**src/rtl/core/qss_pkg.sv**
```systemverilog
// Package for the quantized switch scheduler: constants, request type, queue entry.
// No dependencies.
package qss_pkg;
  localparam int unsigned TimeBits = 48;
  localparam int unsigned PidBits = 16;
  localparam int unsigned RateBits = 19;
  localparam logic [PidBits-1:0] NoPattern = 16'hFFFF;
  localparam logic [RateBits-1:0] DefaultRate = 19'd48000;
  localparam logic [15:0] DefaultTempo = 16'd7680;
  localparam logic [TimeBits-1:0] TimeMax = {TimeBits{1'b1}};

  typedef enum logic [1:0] {
    QUANT_NONE = 2'd0,
    QUANT_BEAT = 2'd1,
    QUANT_BAR  = 2'd2,
    QUANT_BAR3 = 2'd3
  } quant_e;

  typedef enum logic [1:0] {
    CMD_NONE   = 2'd0,
    CMD_CANCEL = 2'd1,
    CMD_NOW    = 2'd2,
    CMD_ARM    = 2'd3
  } cmd_e;

  // Classified tick handed from the front to the back.
  typedef struct packed {
    cmd_e                 cmd;
    logic [PidBits-1:0]   target;
    logic                 bar;
    logic [TimeBits-1:0]  now;
    logic [15:0]          tempo;
    logic [7:0]           num;
    logic [7:0]           den;
    logic                 take;
  } tick_t;

  typedef enum logic [2:0] {
    ST_IDLE  = 3'd0,
    ST_BEAT  = 3'd1,
    ST_BAR   = 3'd2,
    ST_REM   = 3'd3,
    ST_APPLY = 3'd4
  } back_e;
endpackage

```
**src/rtl/core/qss_front.sv**
```systemverilog
// Front: accepts ticks, classifies the request, holds a two-entry queue.
// Depends on qss_pkg.
module qss_front (
  input  logic                clk_i,
  input  logic                rst_ni,
  input  logic                push,
  output logic                full,
  input  logic                req_valid_i,
  input  logic [15:0]         req_target_i,
  input  logic [1:0]          req_quant_i,
  input  logic [47:0]         sample_time_i,
  input  logic                playing_i,
  input  logic [15:0]         tempo_bpm_i,
  input  logic [7:0]          sig_num_i,
  input  logic [7:0]          sig_den_i,
  input  logic                take_ready_i,
  output logic                q_valid_o,
  output qss_pkg::tick_t      q_tick_o,
  input  logic                q_pop_i
);
  import qss_pkg::*;
  tick_t  mem_q [2];
  logic   wr_q, rd_q;
  logic [1:0] cnt_q;
  tick_t  t;
  logic   wr_en, rd_en;

  always_comb begin
    t.target = req_target_i;
    t.bar    = (quant_e'(req_quant_i) != QUANT_BEAT);
    t.now    = sample_time_i;
    t.tempo  = tempo_bpm_i;
    t.num    = sig_num_i;
    t.den    = sig_den_i;
    t.take   = take_ready_i;
    if (!req_valid_i) t.cmd = CMD_NONE;
    else if (req_target_i == NoPattern) t.cmd = CMD_CANCEL;
    else if (quant_e'(req_quant_i) == QUANT_NONE || !playing_i) t.cmd = CMD_NOW;
    else t.cmd = CMD_ARM;
  end

  assign full = (cnt_q == 2'd2);
  assign wr_en = push && !full;
  assign rd_en = q_pop_i && (cnt_q != 2'd0);
  assign q_valid_o = (cnt_q != 2'd0);
  assign q_tick_o = mem_q[rd_q];

  always_ff @(posedge clk_i) begin
    if (wr_en) mem_q[wr_q] <= t;
  end

  always_ff @(posedge clk_i or negedge rst_ni) begin
    if (!rst_ni) begin
      wr_q <= 1'b0; rd_q <= 1'b0; cnt_q <= 2'd0;
    end else begin
      if (wr_en) wr_q <= ~wr_q;
      if (rd_en) rd_q <= ~rd_q;
      cnt_q <= cnt_q + {1'b0, wr_en} - {1'b0, rd_en};
    end
  end
endmodule

```
**src/rtl/core/qss_div.sv**
```systemverilog
// Restoring serial divider, one quotient bit per cycle.
// Depends on qss_pkg.
module qss_div (
  input  logic        clk_i,
  input  logic        rst_ni,
  input  logic        start_i,
  input  logic [63:0] num_i,
  input  logic [47:0] den_i,
  output logic        done_o,
  output logic [63:0] quo_o,
  output logic [47:0] rem_o
);
  import qss_pkg::*;
  logic [63:0] quo_q;
  logic [48:0] rem_q;
  logic [47:0] den_q;
  logic [6:0]  cnt_q;
  logic        busy_q;
  logic [48:0] sh;
  logic        ge;

  assign sh = {rem_q[47:0], quo_q[63]};
  assign ge = (sh >= {1'b0, den_q});
  assign quo_o = quo_q;
  assign rem_o = rem_q[47:0];
  assign done_o = busy_q && (cnt_q == 7'd0);

  always_ff @(posedge clk_i) begin
    if (start_i) begin
      quo_q <= num_i; rem_q <= '0; den_q <= den_i;
    end else if (busy_q && cnt_q != 7'd0) begin
      rem_q <= ge ? (sh - {1'b0, den_q}) : sh;
      quo_q <= {quo_q[62:0], ge};
    end
  end

  always_ff @(posedge clk_i or negedge rst_ni) begin
    if (!rst_ni) begin
      busy_q <= 1'b0; cnt_q <= '0;
    end else if (start_i) begin
      busy_q <= 1'b1; cnt_q <= 7'd64;
    end else if (busy_q) begin
      if (cnt_q == 7'd0) busy_q <= 1'b0;
      else cnt_q <= cnt_q - 7'd1;
    end
  end
endmodule

```
**src/rtl/core/qss_back.sv**
```systemverilog
// Back: computes beat/bar and due time with a shared divider, updates state.
// Depends on qss_pkg, qss_div.
module qss_back (
  input  logic                clk_i,
  input  logic                rst_ni,
  input  logic [18:0]         rate_i,
  input  logic                q_valid_i,
  input  qss_pkg::tick_t      q_tick_i,
  output logic                q_pop_o,
  output logic                out_valid_o,
  output logic [15:0]         ready_target_o,
  output logic                is_armed_o,
  output logic [47:0]         due_time_o,
  input  logic                out_take_i
);
  import qss_pkg::*;
  back_e st_q, st_d;
  logic        armed_q, armed_d;
  logic [15:0] pend_q, pend_d, slot_q, slot_d;
  logic [47:0] due_q, due_d;
  logic [47:0] quant_q;
  logic        ovalid_q;
  logic [15:0] otgt_q;
  logic        oarm_q;
  logic [47:0] odue_q;
  logic        dstart;
  logic [63:0] dnum;
  logic [47:0] dden;
  logic        ddone;
  logic [63:0] dquo;
  logic [47:0] drem;
  logic [18:0] rate;
  logic [15:0] tmp;
  logic [7:0]  nn, dd;
  logic [47:0] beat, bar, add;
  logic        start_ok;

  qss_div u_div (.clk_i, .rst_ni, .start_i(dstart), .num_i(dnum), .den_i(dden),
                 .done_o(ddone), .quo_o(dquo), .rem_o(drem));

  assign rate = (rate_i == '0) ? DefaultRate : rate_i;
  assign tmp  = (q_tick_i.tempo == '0) ? DefaultTempo : q_tick_i.tempo;
  assign nn   = (q_tick_i.num == '0) ? 8'd4 : q_tick_i.num;
  assign dd   = (q_tick_i.den == '0) ? 8'd4 : q_tick_i.den;
  assign beat = (dquo == '0) ? 48'd1 : dquo[47:0];
  assign bar  = (dquo == '0) ? 48'd1 : dquo[47:0];
  assign add  = quant_q - drem;
  // Output register free or being drained this cycle.
  assign start_ok = !ovalid_q || out_take_i;

  always_comb begin
    st_d = st_q;
    case (st_q)
      ST_IDLE:  if (q_valid_i && start_ok)
                  st_d = (q_tick_i.cmd == CMD_ARM) ? ST_BEAT : ST_APPLY;
      ST_BEAT:  if (ddone) st_d = q_tick_i.bar ? ST_BAR : ST_REM;
      ST_BAR:   if (ddone) st_d = ST_REM;
      ST_REM:   if (ddone) st_d = ST_APPLY;
      ST_APPLY: st_d = ST_IDLE;
      default:  st_d = ST_IDLE;
    endcase
  end

  always_comb begin
    dstart = 1'b0; dnum = '0; dden = '0;
    case (st_q)
      ST_IDLE: if (q_valid_i && start_ok && q_tick_i.cmd == CMD_ARM) begin
        dstart = 1'b1;
        dnum = 64'(({45'd0, rate} * 64'd7680) + {48'd0, tmp});
        dden = {31'd0, tmp, 1'b0};
      end
      ST_BEAT: if (ddone && q_tick_i.bar) begin
        // Scale the fresh beat length by 4 * numerator straight into the divider.
        dstart = 1'b1; dnum = 64'(beat * {nn, 2'b00}); dden = {40'd0, dd};
      end else if (ddone) begin
        dstart = 1'b1; dnum = {16'd0, q_tick_i.now}; dden = beat;
      end
      ST_BAR: if (ddone) begin
        dstart = 1'b1; dnum = {16'd0, q_tick_i.now}; dden = bar;
      end
      default: ;
    endcase
  end

  always_comb begin
    armed_d = armed_q; pend_d = pend_q; slot_d = slot_q; due_d = due_q;
    if (st_q == ST_APPLY) begin
      case (q_tick_i.cmd)
        CMD_CANCEL: begin armed_d = 1'b0; pend_d = NoPattern; slot_d = NoPattern; end
        CMD_NOW:    begin armed_d = 1'b0; pend_d = NoPattern; slot_d = q_tick_i.target; end
        CMD_ARM: begin
          armed_d = 1'b1; pend_d = q_tick_i.target;
          if (quant_q <= 48'd1 || drem == '0) due_d = q_tick_i.now;
          else if (add > TimeMax - q_tick_i.now) due_d = TimeMax;
          else due_d = q_tick_i.now + add;
        end
        default: ;
      endcase
      if (armed_d && q_tick_i.now >= due_d) begin
        slot_d = pend_d; armed_d = 1'b0; pend_d = NoPattern;
      end
    end
  end

  assign q_pop_o = (st_q == ST_APPLY);
  assign out_valid_o = ovalid_q;
  assign ready_target_o = otgt_q;
  assign is_armed_o = oarm_q;
  assign due_time_o = odue_q;

  always_ff @(posedge clk_i) begin
    if (st_q == ST_BEAT && ddone) quant_q <= beat;
    if (st_q == ST_BAR && ddone) quant_q <= bar;
    if (st_q == ST_APPLY) begin
      otgt_q <= slot_d;
      oarm_q <= armed_d;
      odue_q <= armed_d ? due_d : '0;
    end
  end

  always_ff @(posedge clk_i or negedge rst_ni) begin
    if (!rst_ni) begin
      st_q <= ST_IDLE; armed_q <= 1'b0; pend_q <= NoPattern;
      slot_q <= NoPattern; due_q <= '0; ovalid_q <= 1'b0;
    end else begin
      st_q <= st_d;
      if (st_q == ST_APPLY) begin
        armed_q <= armed_d; pend_q <= pend_d; due_q <= due_d;
        slot_q <= q_tick_i.take ? NoPattern : slot_d;
        ovalid_q <= 1'b1;
      end else if (out_take_i) begin
        ovalid_q <= 1'b0;
      end
    end
  end
endmodule

```
**src/rtl/core/quantized_switch_scheduler_top.sv**
```systemverilog
// Channel   | handshake        | beat
// input     | push / full      | request, transport tick, take flag
// result    | empty / pop      | ready switch, armed flag, due time
// config    | cfg_we_i         | sample_rate, no read-back
// In the back end an armed tick runs the 64-step serial divider for the beat
// length, the bar length (bar-quantized only) and the remainder, then applies;
// other ticks go straight to apply. A two-entry queue splits the front from the
// back and one output register holds the result, so either side may stall.
// Reset restores sample_rate 48000, disarms and clears the ready slot.
// Depends on qss_pkg, qss_front, qss_back, qss_div.
module quantized_switch_scheduler_top (
  input  logic        clk_i,
  input  logic        rst_ni,
  input  logic        cfg_we_i,
  input  logic [18:0] cfg_wdata_i,
  input  logic        push,
  output logic        full,
  input  logic        req_valid_i,
  input  logic [15:0] req_target_i,
  input  logic [1:0]  req_quant_i,
  input  logic [47:0] sample_time_i,
  input  logic        playing_i,
  input  logic [15:0] tempo_bpm_i,
  input  logic [7:0]  sig_num_i,
  input  logic [7:0]  sig_den_i,
  input  logic        take_ready_i,
  output logic        empty,
  input  logic        pop,
  output logic        ready_valid_o,
  output logic [15:0] ready_target_o,
  output logic        is_armed_o,
  output logic [47:0] due_time_o
);
  import qss_pkg::*;
  logic [18:0] rate_q;
  logic        qv, qpop, ov;
  tick_t       qt;

  // Hold the sample rate; the user must write configuration only while idle, the block does not enforce it.
  always_ff @(posedge clk_i or negedge rst_ni) begin
    if (!rst_ni) rate_q <= DefaultRate;
    else if (cfg_we_i) rate_q <= cfg_wdata_i;
  end

  qss_front u_front (
    .clk_i, .rst_ni, .push, .full,
    .req_valid_i, .req_target_i, .req_quant_i, .sample_time_i, .playing_i,
    .tempo_bpm_i, .sig_num_i, .sig_den_i, .take_ready_i,
    .q_valid_o(qv), .q_tick_o(qt), .q_pop_i(qpop)
  );

  qss_back u_back (
    .clk_i, .rst_ni, .rate_i(rate_q),
    .q_valid_i(qv), .q_tick_i(qt), .q_pop_o(qpop),
    .out_valid_o(ov), .ready_target_o, .is_armed_o, .due_time_o,
    .out_take_i(pop && ov)
  );

  assign empty = !ov;
  // Report ready whenever the slot holds a real pattern.
  assign ready_valid_o = (ready_target_o != NoPattern);
endmodule

```
**config.mk**
```make
export PLATFORM = sky130hd
export DESIGN_NAME = quantized_switch_scheduler_top
export DESIGN_NICKNAME = d
export VERILOG_FILES = /design/src/rtl/core/qss_pkg.sv /design/src/rtl/core/qss_front.sv /design/src/rtl/core/qss_div.sv /design/src/rtl/core/qss_back.sv /design/src/rtl/core/quantized_switch_scheduler_top.sv
export SDC_FILE = /design/constraint.sdc
export NUM_CORES = 2
export LEC_CHECK = 0
export BUFFER_PORTS_ARGS = -buffer_cell sky130_fd_sc_hd__buf_4
export CAP_MARGIN = 20
export CORE_ASPECT_RATIO = 2
export CORE_MARGIN = 2
export CORE_UTILIZATION = 30
export DETAILED_ROUTE_END_ITERATION = 8
export HOLD_SLACK_MARGIN = 0.03
export MAX_ROUTING_LAYER = met4
export PLACE_DENSITY = 0.5
export SYNTH_ARGS = -nofsm -noshare
export SYNTH_HDL_FRONTEND = slang
export SYNTH_SLANG_ARGS = --single-unit
```
**constraint.sdc**
```tcl
create_clock -name clk_i -period 7.95 [get_ports clk_i]
set_input_delay 0.795 -clock clk_i [delete_from_list [all_inputs] [get_ports clk_i]]
set_output_delay 0.795 -clock clk_i [all_outputs]
set_load 0.005 [all_outputs]
```
==> results.sh <==
export IMPL_status="finished clean"
export IMPL_area_growth_syn_to_layout_pct=24.7
export IMPL_overflow=0
export IMPL_rows=208
export IMPL_clock_sinks=589
export IMPL_reg2reg_slack_ns=0.04
export IMPL_yosysTopAreaCellShare=0.263
export IMPL_timing_final_crit_share=0.995
export IMPL_io_buffers=192
export IMPL_r2r_end="u_back.slot_q[13]$_DFFE_PN1P_"
export IMPL_grt_pass1_wl_mm=292
export IMPL_h_tree_depth=2
export IMPL_wl_per_cell_um=25.8
export IMPL_drv_cap=0
export IMPL_slowest_delay_ns=0.36
export IMPL_drcViolationCount=0
export IMPL_crit_fanout=10
export IMPL_synth_edff_count=425
export IMPL_clkTransAtPathRegs_ns=0.07
export IMPL_die_area_mm2=0.165
export IMPL_grt_max_degree=80
export IMPL_critPathKind="flip-flop to flip-flop"
export IMPL_synth_most_common_cell="nand2_1"
export IMPL_layout_min_cycle_time_ns=7.91
export IMPL_drv_slew=0
export IMPL_rsz0062_at_grt="yes"
export IMPL_drtIter0Drc=2098
export IMPL_synthCells=5065
export IMPL_fillers=16200
export IMPL_ctsLongestPathBuffers=3
export IMPL_cp_depth=43
export IMPL_via_per_inst=5.25
export IMPL_placed_cells=7744
export IMPL_slew_headroom=0.221
export IMPL_drt_total_wl_mm=204
export IMPL_wl_met2_mm=111
export IMPL_critPathArrivalTime_ns=8.55
export IMPL_syn_avg_cell_area_um2=9.58
export IMPL_topRoutingLayerUsed="met4"
export IMPL_ys_top_cells_by_area="edfxtp_1 (26%), fa_1 (13%), ha_1 (7.9%)"
export IMPL_setup_violations=0
export IMPL_final_nets=6512
export IMPL_numCtsBuffers=58
export IMPL_fmax_mhz=126
export IMPL_ys_top_cells_by_count="nand2_1 (537), inv_1 (476), edfxtp_1 (425), a21oi_1 (364), fa_1 (315)"
export IMPL_core_area_mm2=0.161
export IMPL_r2r_cells=43
export IMPL_finalNonFillerCells=7922
export IMPL_grt_antenna_before_repair=12
export IMPL_yosysWarnings=0
export IMPL_cp_top_family="compound AO/OA/AOI/OAI gates"
export IMPL_place_gp_congestion=1.05
export IMPL_synthesis_area_mm2=0.0485
export IMPL_crit_path_end="u_back.slot_q[13]$_DFFE_PN1P_"
export IMPL_hold_class="input pin to async pin"
export IMPL_floorplan_initialDensity=0.302
export IMPL_grt_use_total=0.252
export IMPL_start_kind="flip-flop"
export IMPL_startpoint="u_back.quant_q[0]$_DFFE_PP_"
export IMPL_endpoint_kind="flip-flop"
export IMPL_synth_seq_cells=589
export IMPL_dp_hpwl_mm=164
export IMPL_ys_types=93
export IMPL_synth_flop_cell="edfxtp_1"
export IMPL_worstMarginPinSlew_ns=1.16
export IMPL_ant_nets=0
export IMPL_io_pins=193
export IMPL_die_y_um=573
export IMPL_die_w_um=288
export IMPL_grt_pass1_vias=44900
export IMPL_syn_nets=5813
export IMPL_finalHoldViolations=0
export IMPL_vias=41600
export IMPL_drive_above_1_share=0.242
export IMPL_yosysSeqAreaShare=0.344
export IMPL_synth_top_cell_by_area="edfxtp_1"
export IMPL_async_reset_ff_frac=0.197
export IMPL_cp_num_buf_inv=10
export IMPL_cts_tree="built"
export IMPL_finClkSkew_ns=0.0325
export IMPL_clock_latency_ns=0.72
export IMPL_cts_root_buf="clkbuf_16"
export IMPL_crit_path_top_delay_cell="edfxtp_1"
export IMPL_required_ns=8.60
export IMPL_first_pass_iters=6
export IMPL_drt_met1_wl_mm=60.3
export IMPL_worstReg2RegStart="u_back.quant_q[0]$_DFFE_PP_"
export IMPL_met3_length_mm=7.65
worst min path at each step:
| stage | from | to | slack (ns) | depth (start not counted) |
|---|---|---|---|---|
| finish | rst_ni | u_back.due_q[41]$_DFFE_PN0P_ | 0.14 | 1 |
| global route | rst_ni | u_back.due_q[41]$_DFFE_PN0P_ | 0.17 | 1 |
| CTS | rst_ni | u_back.due_q[41]$_DFFE_PN0P_ | 0.15 | 1 |
| detailed placement | u_back.pend_q[4]$_DFFE_PN1P_ | u_back.pend_q[4]$_DFFE_PN1P_ | 0.47 | 2 |
| global placement | u_back.due_q[29]$_DFFE_PN0P_ | u_back.due_q[29]$_DFFE_PN0P_ | 0.46 | 2 |
| floorplan | u_back.due_q[29]$_DFFE_PN0P_ | u_back.due_q[29]$_DFFE_PN0P_ | 0.44 | 2 |
stage by stage:
stage | setup TNS, ns | worst slack [ns] | cell area, µm² | hold slack, ns | utilization
2_1_floorplan | 0 | 0.170 | 48500 | 0.442 | -
3_3_place_gp | -118.68 | -1.22 | 57000 | 0.458 | 0.355
3_5_place_dp | -102.73 | -1.11 | 57000 | 0.470 | 0.355
4_1_cts | 0 | 0.00328 | 59800 | 0.146 | 0.372
5_1_grt | -14.71 | -0.250 | 60500 | 0.169 | 0.377
6_report | 0 | 0.0407 | 60500 | 0.136 | 0.377
worst register-to-register path, delay by kind of cell, from the launching register on:
kind                       cells  cell delay (ns)
muxes                          1             0.22
xor gates and xnor gates       1             0.34
DFF                            1             0.36
buffers and inverters         10             1.35
AOI/OAI and AO/OA             24             4.09
adders and majority gates      4             1.09
and+or+nand+nor                3             0.40
cells in the final DEF (no fill, tap or decap), drive strengths merged, types with 14 or more instances in the layout:
| master | synthesis | final |
|---|---|---|
| ha | 308 | 308 |
| a211o | 15 | 15 |
| o21a | 23 | 23 |
| clkinv | 0 | 18 |
| clkbuf | 294 | 74 |
| nor2 | 262 | 265 |
| mux2 | 111 | 111 |
| a21oi | 364 | 364 |
| nand2b | 45 | 45 |
| nand4 | 72 | 72 |
| o221ai | 19 | 19 |
| nor3 | 48 | 48 |
| and2 | 197 | 197 |
| xor2 | 81 | 81 |
| edfxtp | 425 | 425 |
| mux2i | 81 | 81 |
| a31oi | 34 | 34 |
| a222oi | 21 | 21 |
| and3 | 20 | 20 |
| nor2b | 64 | 64 |
| a21o | 131 | 131 |
| o211ai | 19 | 19 |
| buf | 37 | 966 |
| a211oi | 76 | 76 |
| nand2 | 537 | 537 |
| nor4 | 61 | 61 |
| nand3 | 56 | 56 |
| dfxtp | 48 | 48 |
| dfrtp | 77 | 77 |
| inv | 479 | 482 |
| xnor2 | 143 | 143 |
| fa | 315 | 315 |
| a22oi | 14 | 14 |
| o21bai | 49 | 49 |
| o22a | 25 | 25 |
| o31ai | 21 | 21 |
| o21ai | 273 | 273 |
| dfstp | 39 | 39 |
kinds of logic (layout without fill, tap and decap cells):
family                   after synthesis  count (layout)  synth area share
AO/OA/AOI/OAI                       1204            1205             0.160
flip-flops                           589             589             0.344
AND/OR/NAND/NOR                     1423            1426             0.141
XOR/XNOR                             224             224            0.0404
other                                  0              10                 0
adder cells (fa/ha/maj)              623             623             0.209
multiplexers                         192             192            0.0425
buffers and inverters                810            1553            0.0633
timing repair:
action	in CTS	in global routing
setup buffers	43	17
pin swaps	28	30
gates cloned	5	0
hold buffers	0	0
setup endpoints to repair	107	103
resized for setup	54	177
layout make-up:
| class | instances | area, µm² | share of cell area |
|---|---|---|---|
| Multi-Input combinational cell | 3670 | 29800 | 0.492 |
| Sequential cell | 589 | 16700 | 0.276 |
| Timing Repair Buffer | 966 | 7510 | 0.124 |
| Tap cell | 2100 | 2630 | 0.0434 |
| Inverter | 479 | 1800 | 0.0297 |
| Clock buffer | 74 | 1650 | 0.0272 |
| Clock inverter | 34 | 452 | 0.00746 |
| Antenna cell | 10 | 25.0 | 0.000413 |
state kept, by name (all words and copies together) (netlist names), 2 cells and up:
register	flops
rate_q	19
u_back.due_q	48
u_front.cnt_q	2
u_back.pend_q	16
u_back.slot_q	16
u_back.u_div.cnt_q	7
u_back.quant_q	48
u_front.mem_q	200
u_back.u_div.rem_q	48
u_back.st_q	3
u_back.ready_target_o	16
u_back.due_time_o	48
u_back.u_div.den_q	48
u_back.u_div.quo_o	64
metal layers:
metal / up-vias / global-route usage
met5: - / -
met4: 0 / 0.245
met3: 650 / 0.0322
met2: 1116 / 0.472
met1: 20800 / 0.206
li1: 19100 / -
Power is not shown: default switching activity piles up to over one toggle a cycle in this logic, so the estimate is an artifact.
